<file path="src/rbu_pkg.sv">
// shared types, constants and helper functions of the raw bayer byte unpacker
package rbu_pkg;

  localparam int unsigned COUNT_BITS_DEFAULT  = 32;
  localparam int unsigned QUEUE_DEPTH_DEFAULT = 4;

  localparam int unsigned BYTE_W      = 8;
  localparam int unsigned PIX_W       = 16;
  localparam int unsigned CFG_IDX_W   = 2;
  localparam int unsigned CFG_DATA_W  = 32;
  localparam int unsigned MAX_PIX     = 4;
  localparam int unsigned PIX_IDX_W   = $clog2(MAX_PIX);
  localparam int unsigned PIX_CNT_W   = $clog2(MAX_PIX + 2);
  localparam int unsigned GROUP_DEPTH = 6;
  localparam int unsigned GROUP_IDX_W = $clog2(GROUP_DEPTH + 1);
  localparam int unsigned ACC_W       = 24;
  localparam int unsigned BIT_FILL_W  = 5;

  typedef enum logic [CFG_IDX_W-1:0] {
    CFG_CSI2_MODE   = 2'd0,
    CFG_WIDTH_SEL   = 2'd1,
    CFG_FRONT_SKIP  = 2'd2,
    CFG_PIXEL_LIMIT = 2'd3
  } cfg_idx_e;

  typedef enum logic [1:0] {
    WIDTH_10 = 2'd0,
    WIDTH_12 = 2'd1,
    WIDTH_14 = 2'd2,
    WIDTH_16 = 2'd3
  } width_sel_e;

  typedef enum logic [1:0] {
    STATUS_OK      = 2'd0,
    STATUS_PARTIAL = 2'd1,
    STATUS_SHORT   = 2'd2
  } status_e;

  typedef struct packed {
    logic [MAX_PIX-1:0][PIX_W-1:0] pix;
    logic [PIX_CNT_W-1:0]          cnt;
    logic                          has_status;
    status_e                       code;
  } rec_t;

  function automatic logic [GROUP_IDX_W-1:0] group_need(input width_sel_e sel);
    logic [GROUP_IDX_W-1:0] need;
    unique case (sel)
      WIDTH_10: need = GROUP_IDX_W'(5);
      WIDTH_12: need = GROUP_IDX_W'(3);
      WIDTH_14: need = GROUP_IDX_W'(7);
      WIDTH_16: need = GROUP_IDX_W'(2);
    endcase
    return need;
  endfunction

  function automatic logic [BIT_FILL_W-1:0] pix_bits(input width_sel_e sel);
    logic [BIT_FILL_W-1:0] w;
    unique case (sel)
      WIDTH_10: w = BIT_FILL_W'(10);
      WIDTH_12: w = BIT_FILL_W'(12);
      WIDTH_14: w = BIT_FILL_W'(14);
      WIDTH_16: w = BIT_FILL_W'(16);
    endcase
    return w;
  endfunction

  function automatic logic [PIX_W-1:0] pix_mask(input width_sel_e sel);
    logic [PIX_W-1:0] m;
    unique case (sel)
      WIDTH_10: m = PIX_W'(16'h03FF);
      WIDTH_12: m = PIX_W'(16'h0FFF);
      WIDTH_14: m = PIX_W'(16'h3FFF);
      WIDTH_16: m = PIX_W'(16'hFFFF);
    endcase
    return m;
  endfunction

endpackage

</file>
<file path="src/rbu_front.sv">
// front end: configuration, skip, group collection, bit unpacking and pixel limit
module rbu_front #(
  parameter int unsigned COUNT_BITS = rbu_pkg::COUNT_BITS_DEFAULT
) (
  input  logic                             clk_i,
  input  logic                             rst_ni,
  input  logic                             cfg_we_i,
  input  logic [rbu_pkg::CFG_IDX_W-1:0]    cfg_index_i,
  input  logic [rbu_pkg::CFG_DATA_W-1:0]   cfg_wdata_i,
  input  logic                             accept_i,
  input  logic [rbu_pkg::BYTE_W-1:0]       data_byte_i,
  input  logic                             last_byte_i,
  output logic                             rec_valid_o,
  output rbu_pkg::rec_t                    rec_o
);

  localparam int unsigned CMP_W = (COUNT_BITS > rbu_pkg::CFG_DATA_W) ?
                                  COUNT_BITS : rbu_pkg::CFG_DATA_W;
  localparam logic [CMP_W-1:0] COUNT_MAX = CMP_W'({COUNT_BITS{1'b1}});
  localparam int unsigned CNT_W = rbu_pkg::PIX_CNT_W;
  localparam int unsigned GI_W  = rbu_pkg::GROUP_IDX_W;
  localparam int unsigned PW    = rbu_pkg::PIX_W;
  localparam int unsigned NP    = rbu_pkg::MAX_PIX;

  logic                                csi2_mode_q;
  rbu_pkg::width_sel_e                 width_sel_q;
  logic [rbu_pkg::CFG_DATA_W-1:0]      front_skip_q;
  logic [rbu_pkg::CFG_DATA_W-1:0]      pixel_limit_q;

  logic [rbu_pkg::BYTE_W-1:0]          group_store_q [rbu_pkg::GROUP_DEPTH];
  logic [GI_W-1:0]                     group_fill_q, group_fill_d;
  logic [rbu_pkg::ACC_W-1:0]           acc_q, acc_d;
  logic [rbu_pkg::BIT_FILL_W-1:0]      bit_fill_q, bit_fill_d;
  logic [COUNT_BITS-1:0]               skipped_q, skipped_d;
  logic [COUNT_BITS-1:0]               sent_q, sent_d;

  logic                                skipping;
  logic [GI_W-1:0]                     need;
  logic                                csi_done;
  logic [rbu_pkg::ACC_W-1:0]           low14;
  logic [NP-1:0][PW-1:0]               csi_pix;
  logic [CNT_W-1:0]                    csi_n;

  logic [rbu_pkg::BIT_FILL_W-1:0]      w, fill0, fill1, fill2;
  logic [PW-1:0]                       mask;
  logic [rbu_pkg::ACC_W-1:0]           acc_ins, acc1, acc2;
  logic                                emit0, emit1;

  logic [NP-1:0][PW-1:0]               raw_pix;
  logic [CNT_W-1:0]                    raw_n;

  logic [CMP_W-1:0]                    limit_ext, sent_ext, gap;
  logic                                limit_on, unreach, sent_lt, gap_big, short_run;
  logic [CNT_W-1:0]                    gap_lo, kept;
  logic [COUNT_BITS-1:0]               sent_sum [NP+1];
  logic [COUNT_BITS:0]                 sum_ext  [NP+1];
  logic [GI_W-1:0]                     fill_after;
  rbu_pkg::status_e                    code;

  always_ff @(posedge clk_i or negedge rst_ni) begin
    if (!rst_ni) begin
      csi2_mode_q   <= 1'b1;
      width_sel_q   <= rbu_pkg::WIDTH_10;
      front_skip_q  <= '0;
      pixel_limit_q <= '0;
    end else if (cfg_we_i) begin
      unique case (rbu_pkg::cfg_idx_e'(cfg_index_i))
        rbu_pkg::CFG_CSI2_MODE:   csi2_mode_q   <= cfg_wdata_i[0];
        rbu_pkg::CFG_WIDTH_SEL:   width_sel_q   <= rbu_pkg::width_sel_e'(cfg_wdata_i[1:0]);
        rbu_pkg::CFG_FRONT_SKIP:  front_skip_q  <= cfg_wdata_i;
        rbu_pkg::CFG_PIXEL_LIMIT: pixel_limit_q <= cfg_wdata_i;
      endcase
    end
  end

  assign skipping = CMP_W'(skipped_q) < CMP_W'(front_skip_q);

  // csi-2 group decode
  assign need     = rbu_pkg::group_need(width_sel_q);
  assign csi_done = group_fill_q >= (need - GI_W'(1));
  assign low14    = {data_byte_i, group_store_q[5], group_store_q[4]};

  always_comb begin
    csi_pix = '0;
    csi_n   = '0;
    unique case (width_sel_q)
      rbu_pkg::WIDTH_10: begin
        for (int i = 0; i < 4; i++) begin
          csi_pix[i] = PW'({group_store_q[i], data_byte_i[2*i +: 2]});
        end
        csi_n = CNT_W'(4);
      end
      rbu_pkg::WIDTH_12: begin
        csi_pix[0] = PW'({group_store_q[0], data_byte_i[3:0]});
        csi_pix[1] = PW'({group_store_q[1], data_byte_i[7:4]});
        csi_n      = CNT_W'(2);
      end
      rbu_pkg::WIDTH_14: begin
        for (int i = 0; i < 4; i++) begin
          csi_pix[i] = PW'({group_store_q[i], low14[6*i +: 6]});
        end
        csi_n = CNT_W'(4);
      end
      rbu_pkg::WIDTH_16: begin
        csi_pix[0] = PW'({data_byte_i, group_store_q[0]});
        csi_n      = CNT_W'(1);
      end
    endcase
  end

  // compact lsb-first unpack, at most two pixels per byte
  assign w       = rbu_pkg::pix_bits(width_sel_q);
  assign mask    = rbu_pkg::pix_mask(width_sel_q);
  assign acc_ins = acc_q | (rbu_pkg::ACC_W'(data_byte_i) << bit_fill_q);
  assign fill0   = bit_fill_q + rbu_pkg::BIT_FILL_W'(8);
  assign emit0   = fill0 >= w;
  assign acc1    = acc_ins >> w;
  assign fill1   = fill0 - w;
  assign emit1   = emit0 && (fill1 >= w);
  assign acc2    = acc1 >> w;
  assign fill2   = fill1 - w;

  always_comb begin
    raw_pix = '0;
    raw_n   = '0;
    if (skipping) begin
      raw_n = '0;
    end else if (csi2_mode_q) begin
      raw_pix = csi_pix;
      raw_n   = csi_done ? csi_n : '0;
    end else begin
      raw_pix[0] = acc_ins[PW-1:0] & mask;
      raw_pix[1] = acc1[PW-1:0] & mask;
      raw_n      = emit1 ? CNT_W'(2) : (emit0 ? CNT_W'(1) : '0);
    end
  end

  // pixel limit
  assign limit_ext = CMP_W'(pixel_limit_q);
  assign sent_ext  = CMP_W'(sent_q);
  assign limit_on  = pixel_limit_q != '0;
  assign unreach   = limit_ext > COUNT_MAX;
  assign sent_lt   = sent_ext < limit_ext;
  assign gap       = limit_ext - sent_ext;
  assign gap_big   = |gap[CMP_W-1:CNT_W];
  assign gap_lo    = gap[CNT_W-1:0];

  always_comb begin
    if (!limit_on || unreach) begin
      kept = raw_n;
    end else if (!sent_lt) begin
      kept = '0;
    end else if (gap_big || gap_lo >= raw_n) begin
      kept = raw_n;
    end else begin
      kept = gap_lo;
    end
  end

  assign short_run = limit_on && (unreach || (sent_lt && (gap_big || gap_lo > kept)));

  always_comb begin
    for (int j = 0; j <= NP; j++) begin
      sum_ext[j]  = {1'b0, sent_q} + (COUNT_BITS + 1)'(j);
      sent_sum[j] = sum_ext[j][COUNT_BITS] ? {COUNT_BITS{1'b1}} : sum_ext[j][COUNT_BITS-1:0];
    end
  end

  assign fill_after = (skipping || !csi2_mode_q) ? group_fill_q :
                      (csi_done ? '0 : group_fill_q + GI_W'(1));

  always_comb begin
    if (limit_on) begin
      code = short_run ? rbu_pkg::STATUS_SHORT : rbu_pkg::STATUS_OK;
    end else if (csi2_mode_q && fill_after != '0) begin
      code = rbu_pkg::STATUS_PARTIAL;
    end else begin
      code = rbu_pkg::STATUS_OK;
    end
  end

  // next run state
  always_comb begin
    group_fill_d = group_fill_q;
    acc_d        = acc_q;
    bit_fill_d   = bit_fill_q;
    skipped_d    = skipped_q;
    sent_d       = sent_sum[kept];
    if (skipping) begin
      skipped_d = (skipped_q == {COUNT_BITS{1'b1}}) ? skipped_q : skipped_q + COUNT_BITS'(1);
    end else if (csi2_mode_q) begin
      group_fill_d = fill_after;
    end else begin
      acc_d      = emit1 ? acc2 : (emit0 ? acc1 : acc_ins);
      bit_fill_d = emit1 ? fill2 : (emit0 ? fill1 : fill0);
    end
    if (last_byte_i) begin
      group_fill_d = '0;
      acc_d        = '0;
      bit_fill_d   = '0;
      skipped_d    = '0;
      sent_d       = '0;
    end
  end

  always_ff @(posedge clk_i or negedge rst_ni) begin
    if (!rst_ni) begin
      group_fill_q <= '0;
      acc_q        <= '0;
      bit_fill_q   <= '0;
      skipped_q    <= '0;
      sent_q       <= '0;
    end else if (accept_i) begin
      group_fill_q <= group_fill_d;
      acc_q        <= acc_d;
      bit_fill_q   <= bit_fill_d;
      skipped_q    <= skipped_d;
      sent_q       <= sent_d;
    end
  end

  always_ff @(posedge clk_i) begin
    if (accept_i && !skipping && csi2_mode_q && !csi_done) begin
      group_store_q[group_fill_q] <= data_byte_i;
    end
  end

  assign rec_valid_o     = accept_i && ((kept != '0) || last_byte_i);
  assign rec_o.pix       = raw_pix;
  assign rec_o.cnt       = kept;
  assign rec_o.has_status = last_byte_i;
  assign rec_o.code      = code;

endmodule

</file>
<file path="src/rbu_queue.sv">
// short record queue between the front and back ends
module rbu_queue #(
  parameter int unsigned DEPTH = rbu_pkg::QUEUE_DEPTH_DEFAULT
) (
  input  logic          clk_i,
  input  logic          rst_ni,
  input  logic          wr_en_i,
  input  rbu_pkg::rec_t wr_data_i,
  output logic          full_o,
  input  logic          rd_en_i,
  output logic          rd_valid_o,
  output rbu_pkg::rec_t rd_data_o
);

  localparam int unsigned PTR_W = (DEPTH > 1) ? $clog2(DEPTH) : 1;
  localparam int unsigned CNT_W = $clog2(DEPTH + 1);
  localparam logic [PTR_W-1:0] PTR_LAST = PTR_W'(DEPTH - 1);

  rbu_pkg::rec_t    mem_q [DEPTH];
  logic [PTR_W-1:0] wr_ptr_q, rd_ptr_q;
  logic [CNT_W-1:0] count_q;
  logic             do_wr, do_rd;

  assign full_o     = count_q == CNT_W'(DEPTH);
  assign rd_valid_o = count_q != '0;
  assign rd_data_o  = mem_q[rd_ptr_q];
  assign do_wr      = wr_en_i && !full_o;
  assign do_rd      = rd_en_i && rd_valid_o;

  always_ff @(posedge clk_i) begin
    if (do_wr) begin
      mem_q[wr_ptr_q] <= wr_data_i;
    end
  end

  always_ff @(posedge clk_i or negedge rst_ni) begin
    if (!rst_ni) begin
      wr_ptr_q <= '0;
      rd_ptr_q <= '0;
      count_q  <= '0;
    end else begin
      if (do_wr) begin
        wr_ptr_q <= (wr_ptr_q == PTR_LAST) ? '0 : wr_ptr_q + PTR_W'(1);
      end
      if (do_rd) begin
        rd_ptr_q <= (rd_ptr_q == PTR_LAST) ? '0 : rd_ptr_q + PTR_W'(1);
      end
      if (do_wr && !do_rd) begin
        count_q <= count_q + CNT_W'(1);
      end else if (do_rd && !do_wr) begin
        count_q <= count_q - CNT_W'(1);
      end
    end
  end

endmodule

</file>
<file path="src/rbu_back.sv">
// back end: walks each record and sends its beats through the output register
module rbu_back (
  input  logic                        clk_i,
  input  logic                        rst_ni,
  input  logic                        rec_valid_i,
  input  rbu_pkg::rec_t               rec_i,
  output logic                        rec_pop_o,
  output logic                        empty_o,
  input  logic                        pop_i,
  output logic [rbu_pkg::PIX_W-1:0]   pixel_value_o,
  output logic                        is_status_o,
  output logic [1:0]                  status_code_o,
  output logic                        end_of_run_o
);

  localparam int unsigned CNT_W = rbu_pkg::PIX_CNT_W;

  logic                      out_valid_q;
  logic [CNT_W-1:0]          idx_q;
  logic [CNT_W-1:0]          idx_inc, total;
  logic                      is_pix, load, rec_last;
  logic [rbu_pkg::PIX_W-1:0] pix_q;
  logic                      stat_q, eor_q;
  rbu_pkg::status_e          code_q;

  assign total    = rec_i.cnt + CNT_W'(rec_i.has_status);
  assign idx_inc  = idx_q + CNT_W'(1);
  assign rec_last = idx_inc == total;
  assign is_pix   = idx_q < rec_i.cnt;
  assign load     = rec_valid_i && (!out_valid_q || pop_i);
  assign rec_pop_o = load && rec_last;

  always_ff @(posedge clk_i or negedge rst_ni) begin
    if (!rst_ni) begin
      out_valid_q <= 1'b0;
      idx_q       <= '0;
    end else begin
      if (load) begin
        out_valid_q <= 1'b1;
        idx_q       <= rec_last ? '0 : idx_inc;
      end else if (pop_i) begin
        out_valid_q <= 1'b0;
      end
    end
  end

  always_ff @(posedge clk_i) begin
    if (load) begin
      pix_q  <= is_pix ? rec_i.pix[idx_q[rbu_pkg::PIX_IDX_W-1:0]] : '0;
      stat_q <= !is_pix;
      code_q <= is_pix ? rbu_pkg::STATUS_OK : rec_i.code;
      eor_q  <= rec_last;
    end
  end

  assign empty_o       = !out_valid_q;
  assign pixel_value_o = pix_q;
  assign is_status_o   = stat_q;
  assign status_code_o = code_q;
  assign end_of_run_o  = eor_q;

endmodule

</file>
<file path="src/raw_bayer_byte_unpacker_unit.sv">
// top level of the raw bayer byte unpacker
//
// Input side is a queue write port: a byte beat (data_byte_i, last_byte_i)
// is taken on a clock edge with push high and full low. Result side is a
// queue read port: while empty is low the oldest beat sits on pixel_value_o,
// is_status_o, status_code_o and end_of_run_o and leaves on an edge with pop
// high. The config port writes register cfg_index_i with cfg_wdata_i on any
// edge with cfg_we_i high; users must use it only while the block is idle,
// which the block does not enforce. One byte is taken per cycle while full
// is low. The front end handles a byte in the cycle it is taken and hands
// its pixels and status as one record to a queue of QUEUE_DEPTH records; the
// back end sends one beat per cycle from it unless stalled. full rises only
// when the queue is full, which happens when results outpace pops.
// Reset restores the default config, clears the run counters and empties the
// queue and output register; the group store is not cleared. If the receiver
// stops popping, the output holds, the queue fills and then full goes high.
module raw_bayer_byte_unpacker_unit #(
  parameter int unsigned COUNT_BITS  = rbu_pkg::COUNT_BITS_DEFAULT,
  parameter int unsigned QUEUE_DEPTH = rbu_pkg::QUEUE_DEPTH_DEFAULT
) (
  input  logic                           clk_i,
  input  logic                           rst_ni,
  input  logic                           cfg_we_i,
  input  logic [rbu_pkg::CFG_IDX_W-1:0]  cfg_index_i,
  input  logic [rbu_pkg::CFG_DATA_W-1:0] cfg_wdata_i,
  input  logic                           push,
  output logic                           full,
  input  logic [rbu_pkg::BYTE_W-1:0]     data_byte_i,
  input  logic                           last_byte_i,
  output logic                           empty,
  input  logic                           pop,
  output logic [rbu_pkg::PIX_W-1:0]      pixel_value_o,
  output logic                           is_status_o,
  output logic [1:0]                     status_code_o,
  output logic                           end_of_run_o
);

  logic          accept;
  logic          rec_valid;
  rbu_pkg::rec_t rec_wr, rec_rd;
  logic          rec_rd_valid, rec_pop;

  assign accept = push && !full;

  rbu_front #(
    .COUNT_BITS(COUNT_BITS)
  ) u_front (
    .clk_i       (clk_i),
    .rst_ni      (rst_ni),
    .cfg_we_i    (cfg_we_i),
    .cfg_index_i (cfg_index_i),
    .cfg_wdata_i (cfg_wdata_i),
    .accept_i    (accept),
    .data_byte_i (data_byte_i),
    .last_byte_i (last_byte_i),
    .rec_valid_o (rec_valid),
    .rec_o       (rec_wr)
  );

  rbu_queue #(
    .DEPTH(QUEUE_DEPTH)
  ) u_queue (
    .clk_i      (clk_i),
    .rst_ni     (rst_ni),
    .wr_en_i    (rec_valid),
    .wr_data_i  (rec_wr),
    .full_o     (full),
    .rd_en_i    (rec_pop),
    .rd_valid_o (rec_rd_valid),
    .rd_data_o  (rec_rd)
  );

  rbu_back u_back (
    .clk_i         (clk_i),
    .rst_ni        (rst_ni),
    .rec_valid_i   (rec_rd_valid),
    .rec_i         (rec_rd),
    .rec_pop_o     (rec_pop),
    .empty_o       (empty),
    .pop_i         (pop),
    .pixel_value_o (pixel_value_o),
    .is_status_o   (is_status_o),
    .status_code_o (status_code_o),
    .end_of_run_o  (end_of_run_o)
  );

endmodule

</file>
<file path="config.mk">
export PLATFORM = sky130hd
export DESIGN_NAME = raw_bayer_byte_unpacker_unit
export DESIGN_NICKNAME = d
export VERILOG_FILES = /design/src/rbu_pkg.sv /design/src/rbu_front.sv /design/src/rbu_queue.sv /design/src/rbu_back.sv /design/src/raw_bayer_byte_unpacker_unit.sv
export SDC_FILE = /design/constraint.sdc
export NUM_CORES = 1
export LEC_CHECK = 0
export BUFFER_PORTS_ARGS = -buffer_cell sky130_fd_sc_hd__buf_2
export CELL_PAD_IN_SITES_DETAIL_PLACEMENT = 1
export CELL_PAD_IN_SITES_GLOBAL_PLACEMENT = 2
export CORE_ASPECT_RATIO = 0.75
export CORE_MARGIN = 1
export CORE_UTILIZATION = 43
export DETAILED_ROUTE_END_ITERATION = 16
export GPL_TIMING_DRIVEN = 0
export PLACE_DENSITY_LB_ADDON = 0.25
export SLEW_MARGIN = 20
export SYNTH_ARGS = -nofsm -noshare
export SYNTH_HDL_FRONTEND = slang
export SYNTH_SLANG_ARGS = --single-unit
export TNS_END_PERCENT = 20
</file>
<file path="constraint.sdc">
create_clock -name clk_i -period 8.5 [get_ports clk_i]
set_input_delay 0.85 -clock clk_i [delete_from_list [all_inputs] [get_ports clk_i]]
set_output_delay 0.85 -clock clk_i [all_outputs]
set_load 0.03 [all_outputs]
</file>
Word-level counts from Yosys, hierarchy flattened
Memories as Yosys holds them, arrays and structs flattened.
Index checks and enable logic that the tools add are counted.
- $add $sub $neg: 17
- order comparisons: 11
- equal/unequal tests: 14
- shift operators: 3
- mux-type cells: 60
- bitwise logic cells: 4
- reductions and logical operators: 50
- operator list (kind ; number):
    2-to-1 mux 32 bit ; 11
    case mux 16 bit (4 select lines) ; 2
    2-to-1 mux 24 bit ; 5
    binary-select mux 32 bit (select 3 bit) ; 1
    adder 32 x 2 -> 33 bit, second input constant ; 2
    < comparator 32 bit ; 2
    2-to-1 mux 64 bit ; 1
    case mux 30 bit (2 select lines) ; 1
    right shift 24 x 5 -> 24 bit ; 2
    2-to-1 mux 3 bit ; 15
    case mux 14 bit (3 select lines) ; 1
    adder 32 x 1 -> 33 bit, second input constant ; 1
    adder 32 x 3 -> 33 bit, second input constant ; 1
    adder 32 x 1 -> 32 bit, second input constant ; 1
    AND 16 bit ; 2
    binary-select mux 16 bit (select 2 bit) ; 1
    equality test 32 bit, second input constant ; 1
    > comparator 32 bit, second input constant ; 1
    nonzero test 32 bit ; 1
    subtractor 32 bit ; 1
    2-to-1 mux 30 bit ; 1
    OR reduction 29 bit ; 1
    2-to-1 mux 5 bit ; 5
    bitwise OR 24 bit ; 1
    34 further kinds ; 98
- bits in registers: 194
- RAM bits: 328
- input port bits: 48
- output and inout port bits: 22
- word-level logic and storage cells: 179
- memories kept: 2
- memory list (name ; words ; bits a word ; rd ports ; clocked after Yosys merged registers in ; wr ports ; RTL line ; RTL):
    u_queue.mem_q ; 4 ; 70 ; 1 ; 0 ; 1 ; rbu_queue.sv:19 ; rbu_pkg::rec_t mem_q [DEPTH];
    u_front.group_store_q ; 6 ; 8 ; 6 ; 0 ; 1 ; rbu_front.sv:30 ; logic [rbu_pkg::BYTE_W-1:0] group_store_q [rbu_pkg::GROUP_DEPTH];

Depth between registers and ports, before layout
Gate-level depths: netlist of the first run.
- depth in word-level cells: 21
- gate-level depth with buffers: 30

Modules after synthesis
A second synthesis of the first run with hierarchy kept.
- cells, all modules: 2701
- area, all modules: 30446.7 um^2
- modules (own cells, without submodules) (module ; times used ; cells an instance ; area an instance (um^2) ; sequential area each (um^2)):
    rbu_front ; 1 ; 2199 ; 18225.0 ; 5496.5
    rbu_queue ; 1 ; 403 ; 10633.9 ; 8583.2
    rbu_back ; 1 ; 98 ; 1574.0 ; 700.7
    raw_bayer_byte_unpacker_unit ; 1 ; 1 ; 13.8 ; 0.0

Worst setup path after synthesis of the first run
OpenSTA, ideal clock, no wires.
- kind: reg2reg
- from: register u_front.width_sel_q[0]
- to: memory u_queue.mem_q[3][0] in the netlist's numbering (enable)
- setup time: 431 ps
- arrival time: 6798 ps
- required time: 8069 ps
- setup slack: 1271 ps
- stages on the path, launching flop included: 23
- path buffers: 3
- period minus slack after synthesis: 7229 ps
- cell sequence: dfrtp_1 > inv_1 > ha_1 > clkbuf_1 > clkinv_1 > clkbuf_1 > clkbuf_1 > ha_1 > a21oi_1 > o21ai_0 > xor2_1 > ha_1 > a31o_2 > o32a_1 > nor2_1 > ha_1 > nand2b_1 > a21o_1 > a211oi_1 > nand4_1 > mux2i_1 > nand2_1 > and3_1
- longest elaborated chain between the ends: 19
- elaborated cells between the ends (all ways): 30
- classes of those cells: add/sub: 2; order compare: 4; eq/ne: 3; mux: 13; reduce/logical: 8
- ends and longest elaborated chain (what ; RTL line ; RTL):
    from (decl) ; rbu_front.sv:26 ; rbu_pkg::width_sel_e width_sel_q;
    from (signal assigned) ; rbu_front.sv:63 ; width_sel_q <= rbu_pkg::WIDTH_10;
    from (signal assigned) ; rbu_front.sv:69 ; rbu_pkg::CFG_WIDTH_SEL: width_sel_q <= rbu_pkg::width_sel_e'(cfg_wdata_i[1:0]);
    equality test 2 bit, or another cell as far along ; rbu_pkg.sv:48, rbu_pkg.sv:59, rbu_front.sv:86 ;
    case mux 5 bit (4 select lines) ; rbu_pkg.sv:59 ; unique case (sel)
    subtractor 5 bit ; rbu_front.sv:118 ; assign fill1 = fill0 - w;
    greater-or-equal comparator 5 bit ; rbu_front.sv:119 ; assign emit1 = emit0 && (fill1 >= w);
    logical AND 1 bit ; rbu_front.sv:119 ;
    2-to-1 mux 3 bit ; rbu_front.sv:134 ; raw_n = emit1 ? CNT_W'(2) : (emit0 ? CNT_W'(1) : '0);
    2-to-1 mux 3 bit * ; rbu_front.sv:128 ; end else if (csi2_mode_q) begin
    2-to-1 mux 3 bit * ; rbu_front.sv:126 ; if (skipping) begin
    (+3 left out) ; -- ;
    2-to-1 mux 3 bit ; rbu_front.sv:151 ; end else if (!sent_lt) begin
    2-to-1 mux 3 bit * ; rbu_front.sv:149 ; if (!limit_on || unreach) begin
    nonzero test 3 bit * ; rbu_front.sv:228 ; assign rec_valid_o = accept_i && ((kept != '0) || last_byte_i);
    logical OR 1 bit * ; rbu_front.sv:228 ;
    logical AND 1 bit * ; rbu_front.sv:228 ;
    logical AND 1 bit * ; rbu_queue.sv:27 ; assign do_wr = wr_en_i && !full_o;
    2-to-1 mux 1 bit * ; rbu_queue.sv:31 ; if (do_wr) begin
    2-to-1 mux 1 bit (not written as such) * ; rbu_queue.sv:32 ; mem_q[wr_ptr_q] <= wr_data_i;
    to (decl) ; rbu_queue.sv:19 ;
Every way passes the cells marked *; elsewhere a longest branch is shown, timed or not. The select of a mux whose other input is x is not followed.

Worst setup path in the final report of the first run
- from: register u_front.width_sel_q[0]
- to: register u_queue.count_q[2]
- longest elaborated chain between the ends: 20
- elaborated cells between the ends (all ways): 33
- classes of those cells: add/sub: 2; order compare: 4; eq/ne: 3; mux: 12; reduce/logical: 12
- ends and longest elaborated chain (what ; RTL line ; RTL):
    equality test 2 bit, or another cell as far along ; rbu_pkg.sv:48, rbu_pkg.sv:59, rbu_front.sv:86 ;
    case mux 5 bit (4 select lines) ; rbu_pkg.sv:59 ;
    subtractor 5 bit ; rbu_front.sv:118 ;
    greater-or-equal comparator 5 bit ; rbu_front.sv:119 ;
    logical AND 1 bit ; rbu_front.sv:119 ;
    2-to-1 mux 3 bit ; rbu_front.sv:134 ;
    2-to-1 mux 3 bit * ; rbu_front.sv:128 ;
    2-to-1 mux 3 bit * ; rbu_front.sv:126 ;
    (+5 left out) ; -- ;
    nonzero test 3 bit * ; rbu_front.sv:228 ;
    logical OR 1 bit * ; rbu_front.sv:228 ;
    logical AND 1 bit * ; rbu_front.sv:228 ;
    logical AND 1 bit * ; rbu_queue.sv:27 ;
    named net u_queue.do_wr ; rbu_queue.sv:22 ; logic do_wr, do_rd;
    logical NOT 1 bit ; rbu_queue.sv:50 ; end else if (do_rd && !do_wr) begin
    logical AND 1 bit ; rbu_queue.sv:50 ;
    nonzero test 2 bit (no line) ; -- ;
    to (signal assigned) ; rbu_queue.sv:49 ; count_q <= count_q + CNT_W'(1);
    to (signal assigned) ; rbu_queue.sv:51 ; count_q <= count_q - CNT_W'(1);
    to (decl) ; rbu_queue.sv:21 ; logic [CNT_W-1:0] count_q;
The timed path passes the listed nets; every way through them passes the cells marked *. The select of a mux whose other input is x is not followed.
A chain may end at the register's enable or synchronous reset.

==> impl_metrics.ini, run 1 <==
[placement]
placed_cells = 3690
place_ws_ns = -0.483
portBuffers = 69
dpl_cell_area_mm2 = 0.0313
globalplace.congestion = 0.992
hpwlAfterDp_um = 83700

[layout]
fin_area_mm2 = 0.0330
fillers = 7247
finalNonFillerCells = 3792
seq_area_mm2 = 0.0143
multi_input_area_mm2 = 0.0142
utilization = 0.490
drive_gt1_frac = 0.146
syn2layout_area_growth_pct = 11.7
nets = 3016

[grt]
grt_max_degree = 67
grt_pass1_vias = 24800
grt_overflow_total = 0
grtUsageTotal = 0.320
antenna_found_initial = 9
grt_pass1_wl_um = 167000

[worst_setup_path]
cp_common_cell = inv_1
start_kind = register
worst_path_max_delay_cell = fa_1
crit_path_max_fanout = 17
crit_type = reg -> reg
cp-end-kind = register
cp_slowest_stage_delay_ns = 0.65
worst_ep_arrival_time_ns = 8.79
crit_required_ns = 9.05
r2r_cells = 27

[detailed_routing]
drt-total-wl_um = 112000
drt_first_pass_iters = 7
ant_nets = 0
drc_errors = 0
drtIter0Drc = 3221
wl_per_cell_um = 29.6
drt-vias-per-instance = 6.58
vias = 24900

[sta]
fmax_ghz = 0.121
finClkSkew_ns = 0.0475
finalSetupViolCount = 0
tns_ns = 0
period_share = 0.969
worst_slack_ns = 0.267
fin_crit_ns = 8.23
tightest_slew_ns = 1.23
whs_ns = 0.132
relSlewSlack = 0.171
finalHoldViolations = 0
final-max-slew-violation-count = 0

[die]
die_area_mm2 = 0.0698
num_rows = 82
ios = 70
die_h_um = 229
die_w_um = 305
start_util = 0.439
core_region_area_mm2 = 0.0674

[power]
power_frac_seq = 0.313
p_switching_mw = 4.22
peakVddDrop_mv = 0.217
pwr-share-comb = 0.451
p_int_mw = 5.75
p_clk_frac = 0.237
power_mw = 9.97
p_per_area_mw_per_mm2 = 302
swShare = 0.423
leakage_nw = 12.0

[run_status]
status = finished, final reports clean

[hold_path]
hold_class = in -> async

[clock_tree]
clkLatencyLatePin_ns = 0.64
holdBufCountCts = 0
cts_buffer_depth = 3
cts_num_sinks = 505
htreeDepth = 2
cts_root_buf = clkbuf_16
cts-buffers-inserted = 53
clkSlewWorstSetupHoldPaths_ns = 0.06
tritoncts = yes

[synth]
yosysUniqueCellTypes = 96
synth.avg_cell_area_um2 = 10.8
synth-seq-cells = 505
netlist.area_leader.share = 0.337
synth_edf_count = 332
async_reset_ff_frac = 0.343
synth_area_leader_cell = edfxtp_1
ys_top_cells_by_area = edfxtp_1 (34%), dfrtp_1 (15%), mux4_2 (7.1%), ha_1 (4.2%), a21oi_1 (3.2%)
synth.most_common_cell = edfxtp_1
yosysWarnings = 0
ys_top_cells_by_count = edfxtp_1 (332), nor2_1 (240), nand2_1 (213), a21oi_1 (190), dfrtp_1 (172)
synth_cells = 2725
synth_area_mm2 = 0.0296
synth_ff_type = edfxtp_1
synth-seq-area-share = 0.484

[run]
maxCapViolCount = 0
==> repair_timing <==
item                                    CTS  global route
gates cloned                              0             0
resized for setup                         3             1
endpoints found under the setup margin   18            17
buffers inserted                          0             2
==> power groups by stage <==
stage          logic, mW  registers [mW]  clock network [mW]
2_1_floorplan       2.70            3.20                   0
3_3_place_gp        4.20            3.15                   0
3_5_place_dp        4.34            3.16                   0
4_1_cts             4.37            3.12                2.39
5_1_grt             4.75            3.14                2.46
6_report            4.50            3.12                2.36
==> cells by family (layout without fill, tap and decap cells) <==
group / Yosys count / after routing / synth area share
buffers and inverters: 299 / 475 / 0.0400
other: 1 / 10 / 0.000127
flip-flops: 505 / 505 / 0.484
adder cells (fa/ha/maj): 104 / 104 / 0.0450
XOR/XNOR: 86 / 86 / 0.0255
multiplexers: 208 / 208 / 0.113
AND/OR/NAND/NOR: 796 / 796 / 0.128
AO/OA/AOI/OAI: 726 / 726 / 0.165
==> worst max-delay path, delay by kind of cell (launching register included) <==
family	cells	cell delay, ns
adder cells (fa/ha/maj)	6	2.55
buffers and inverters	8	1.86
AO/OA/AOI/OAI	6	1.78
AND/OR/NAND/NOR	4	0.88
flip-flops	1	0.47
XOR/XNOR	2	0.34
multiplexers	1	0.26
==> worst paths after layout <==
check                      slack (ns)                              endpoint                          startpoint
max                              0.27        u_queue.count_q[2]$_DFFE_PN0P_  u_front.width_sel_q[0]$_DFFE_PN0P_
min reg2reg                      0.49          u_front.acc_q[2]$_DFFE_PN0P_        u_front.acc_q[2]$_DFFE_PN0P_
min in group clk_i               0.42        u_back.out_valid_q$_DFFE_PN0P_                                 pop
max reg2reg                      0.27        u_queue.count_q[2]$_DFFE_PN0P_  u_front.width_sel_q[0]$_DFFE_PN0P_
max in group asynchronous        7.24         u_front.acc_q[10]$_DFFE_PN0P_                              rst_ni
min                              0.13  u_front.front_skip_q[16]$_DFFE_PN0P_                              rst_ni
==> area by class of cell <==
cell class / instances / share of cell area
sequential: 505 / 0.433
multi-input combinational: 1928 / 0.429
clock buffer: 65 / 0.0421
tap: 882 / 0.0334
buffer: 176 / 0.0222
timing repair buffer: 78 / 0.0164
inverter: 122 / 0.0139
clock inverter: 34 / 0.00985
antenna: 2 / 0.000152
==> layer usage <==
| metal | global-route usage | vias to the layer above | part of all wire |
|---|---|---|---|
| met2 | 0.448 | 1249 | 0.41 |
| met1 | 0.506 | 12900 | 0.47 |
| li1 | - | 10600 | - |
| met5 | 0 | - | 0.00025 |
| met3 | 0.0647 | 167 | 0.10 |
| met4 | 0.0617 | 6 | 0.018 |
==> state kept, by name, summed over array words and instances (netlist names), 2 cells and up <==
signal,cells
u_back.pixel_value_o,16
u_front.width_sel_q,2
u_front.group_store_q,48
u_front.front_skip_q,32
u_front.acc_q,24
u_back.status_code_o,2
u_queue.count_q,3
u_front.bit_fill_q,4
u_queue.rd_ptr_q,2
u_back.idx_q,3
u_front.group_fill_q,3
u_queue.wr_ptr_q,2
u_front.limit_ext,32
u_queue.mem_q,264
u_front.skipped_q,32
u_front.sent_ext,32
==> layout by cell type, fill, tap and decap left out, types with 37 or more instances in the layout <==
cell type / n
nand2_1: 213
dfrtp_1: 172
mux2_2: 77
mux4_2: 93
edfxtp_1: 332
nand3_1: 76
inv_1: 117
nor3_1: 56
clkbuf_1: 137
mux2i_1: 37
xnor2_1: 55
clkbuf_16: 53
o21ai_0: 145
buf_2: 92
ha_1: 100
nor2_1: 240
a21oi_1: 190
o211ai_1: 39
Power figures use the tool's default switching activity.
==> run 2: changes to the inputs <==
--- a/config.mk
+++ b/config.mk
@@ -10,9 +10,10 @@
 export CELL_PAD_IN_SITES_GLOBAL_PLACEMENT = 2
 export CORE_ASPECT_RATIO = 0.75
 export CORE_MARGIN = 1
-export CORE_UTILIZATION = 43
+export CORE_UTILIZATION = 44
 export DETAILED_ROUTE_END_ITERATION = 16
 export GPL_TIMING_DRIVEN = 0
+export MAX_ROUTING_LAYER = met4
 export PLACE_DENSITY_LB_ADDON = 0.25
 export SLEW_MARGIN = 20
 export SYNTH_ARGS = -nofsm -noshare
==> constraint.sdc (replaced) <==
create_clock -name clk_i -period 10.41 [get_ports clk_i]
set_input_delay 1.041 -clock clk_i [delete_from_list [all_inputs] [get_ports clk_i]]
set_output_delay 1.041 -clock clk_i [all_outputs]
set_load 0.03 [all_outputs]
==> run 2 against run 1 <==
  * Worst hold slack gained 0.066 ns
  * Wire length is 0.25% higher
  * Non-clock buffer count rose by 1
  * Via count decreased by 0.73%
  * Final area rose by 0.43%
  * Final cell count is 0.18% lower
  * Global-route usage is 1.9 points higher
  * Utilization grew 1.4 points
  * First-iteration DRC count decreased by 14%
  * Sequential power decreased by 18%
  * Clock power decreased by 13%
==> impl_metrics.ini, run 2 (synthesized netlist as in run 1, its figures left out) <==
[run_status]
status = finished, final reports clean

[worst_setup_path]
worst_ep_arrival_time_ns = 9.59
crit_type = reg -> reg
cp_slowest_stage_delay_ns = 0.72
crit_required_ns = 10.95
cp-end-kind = register
crit_start = u_front.width_sel_q[0]$_DFFE_PN0P_
crit_path_max_fanout = 13
start_kind = register
r2r-start = u_front.width_sel_q[0]$_DFFE_PN0P_
r2r_slack_ns = 1.36
cp_common_cell = inv_1
r2r_cells = 28
worst_path_max_delay_cell = fa_1

[grt]
grt_max_degree = 93
antenna_found_initial = 10
grt_overflow_total = 0
grt_pass1_vias = 25000
grtUsageTotal = 0.338
grt_pass1_wl_um = 165000

[die]
ios = 70
die_h_um = 226
core_region_area_mm2 = 0.0658
start_util = 0.449
die_area_mm2 = 0.0682
num_rows = 81
die_w_um = 301

[hold_path]
hold_class = in -> async

[sta]
period_share = 0.869
rsz0062_at_grt = no
finClkSkew_ns = 0.0308
relSlewSlack = 0.222
tns_ns = 0
finalHoldViolations = 0
whs_ns = 0.197
finalSetupViolCount = 0
fmax_ghz = 0.111
tightest_slew_ns = 1.15
final-max-slew-violation-count = 0
fin_crit_ns = 9.05

[layout]
mostFrequentLayoutCells = edfxtp_1 (332), nor2_1 (240), nand2_1 (213)
syn2layout_area_growth_pct = 12.2
top_register = u_queue.mem_q
mostFrequentLayoutCell = edfxtp_1
top_regs = u_queue.mem_q x264, u_front.group_store_q x48
largest_reg_flops = 264
drive_gt1_frac = 0.147
nets = 3017

[placement]
hpwlAfterDp_um = 83700
portBuffers = 69
globalplace.congestion = 1.01

[run]
maxCapViolCount = 0

[clock_tree]
clkSlewWorstSetupHoldPaths_ns = 0.06
htreeDepth = 2
cts_setup_buffers = 0
clkLatencyLatePin_ns = 0.63
cts_resized = 0
tritoncts = yes
cts-buffers-inserted = 53
cts_buffer_depth = 3
holdBufCountCts = 0
cts_num_sinks = 505
cts_root_buf = clkbuf_16

[detailed_routing]
drt-vias-per-instance = 6.54
drc_errors = 0
wl_per_cell_um = 29.7
drtIter0Drc = 2767
drt_first_pass_iters = 8
vias = 24800
drt-total-wl_um = 112000
ant_nets = 0

[power]
p_per_area_mw_per_mm2 = 250
leakage_nw = 12.0
peakVddDrop_mv = 0.150
run 2: changes by cell type in the layout (fill, tap and decap cells not counted), sizes merged:
cell      before  now
buf          120  119
bufinv         4    8
clkbuf       199  202
clkinv        30   21
clkinvlp       2    3
diode          2    6
inv          120  122
run 2: area by class of cell:
type	instances	area, µm²
diodes	6	15.0
plain buffers	177	731
clock buffers	66	1460
clock inverters	32	405
fillers	7050	32600
inverters	122	458
multi-input cells	1928	14200
flip-flops and latches	505	14300
well taps	871	1090
repair buffers	78	544
run 2: worst paths after layout:
kind,to
min,u_front.front_skip_q[19]$_DFFE_PN0P_
max,u_queue.count_q[2]$_DFFE_PN0P_
min in group clk_i,u_front.acc_q[8]$_DFFE_PN0P_
min reg2reg,u_front.acc_q[8]$_DFFE_PN0P_
max reg2reg,u_queue.count_q[2]$_DFFE_PN0P_
max in group asynchronous,u_front.acc_q[23]$_DFFE_PN0P_
run 2: where the power goes:
| part | internal (mW) | switching, mW | total, mW |
|---|---|---|---|
| clock network | 1.20 | 0.855 | 2.05 |
| registers | 2.41 | 0.137 | 2.55 |
| logic | 1.23 | 2.45 | 3.68 |
run 2: worst max-delay path, delay by kind of cell (launching register included):
| kind | cells | cell delay (ns) |
|---|---|---|
| AO/OA/AOI/OAI | 6 | 1.76 |
| flip-flops | 1 | 0.48 |
| multiplexers | 1 | 0.31 |
| XOR/XNOR | 2 | 0.34 |
| buffers and inverters | 9 | 2.48 |
| AND/OR/NAND/NOR | 4 | 0.97 |
| adder cells (fa/ha/maj) | 6 | 2.59 |
run 2: through the flow:
stage          utilization  instances  worst slack (ns)  cell area [µm²]  total power, mW
2_1_floorplan            -       2732              3.18            29600             4.82
5_1_grt              0.504       3785             0.941            33200             8.57
4_1_cts              0.504       3779              1.55            33100             8.18
3_3_place_gp         0.472       3672            0.0627            31000             6.00
3_5_place_dp         0.476       3681              1.58            31300             6.12
6_report             0.504       3785              1.36            33200             8.28
run 2: routing by layer:
metal	vias up	part of all wire	track usage
li1	10700	-	-
met3	146	0.11	0.0950
met1	12700	0.45	0.489
met5	-	0	-
met4	0	0.021	0.0830
met2	1286	0.42	0.465
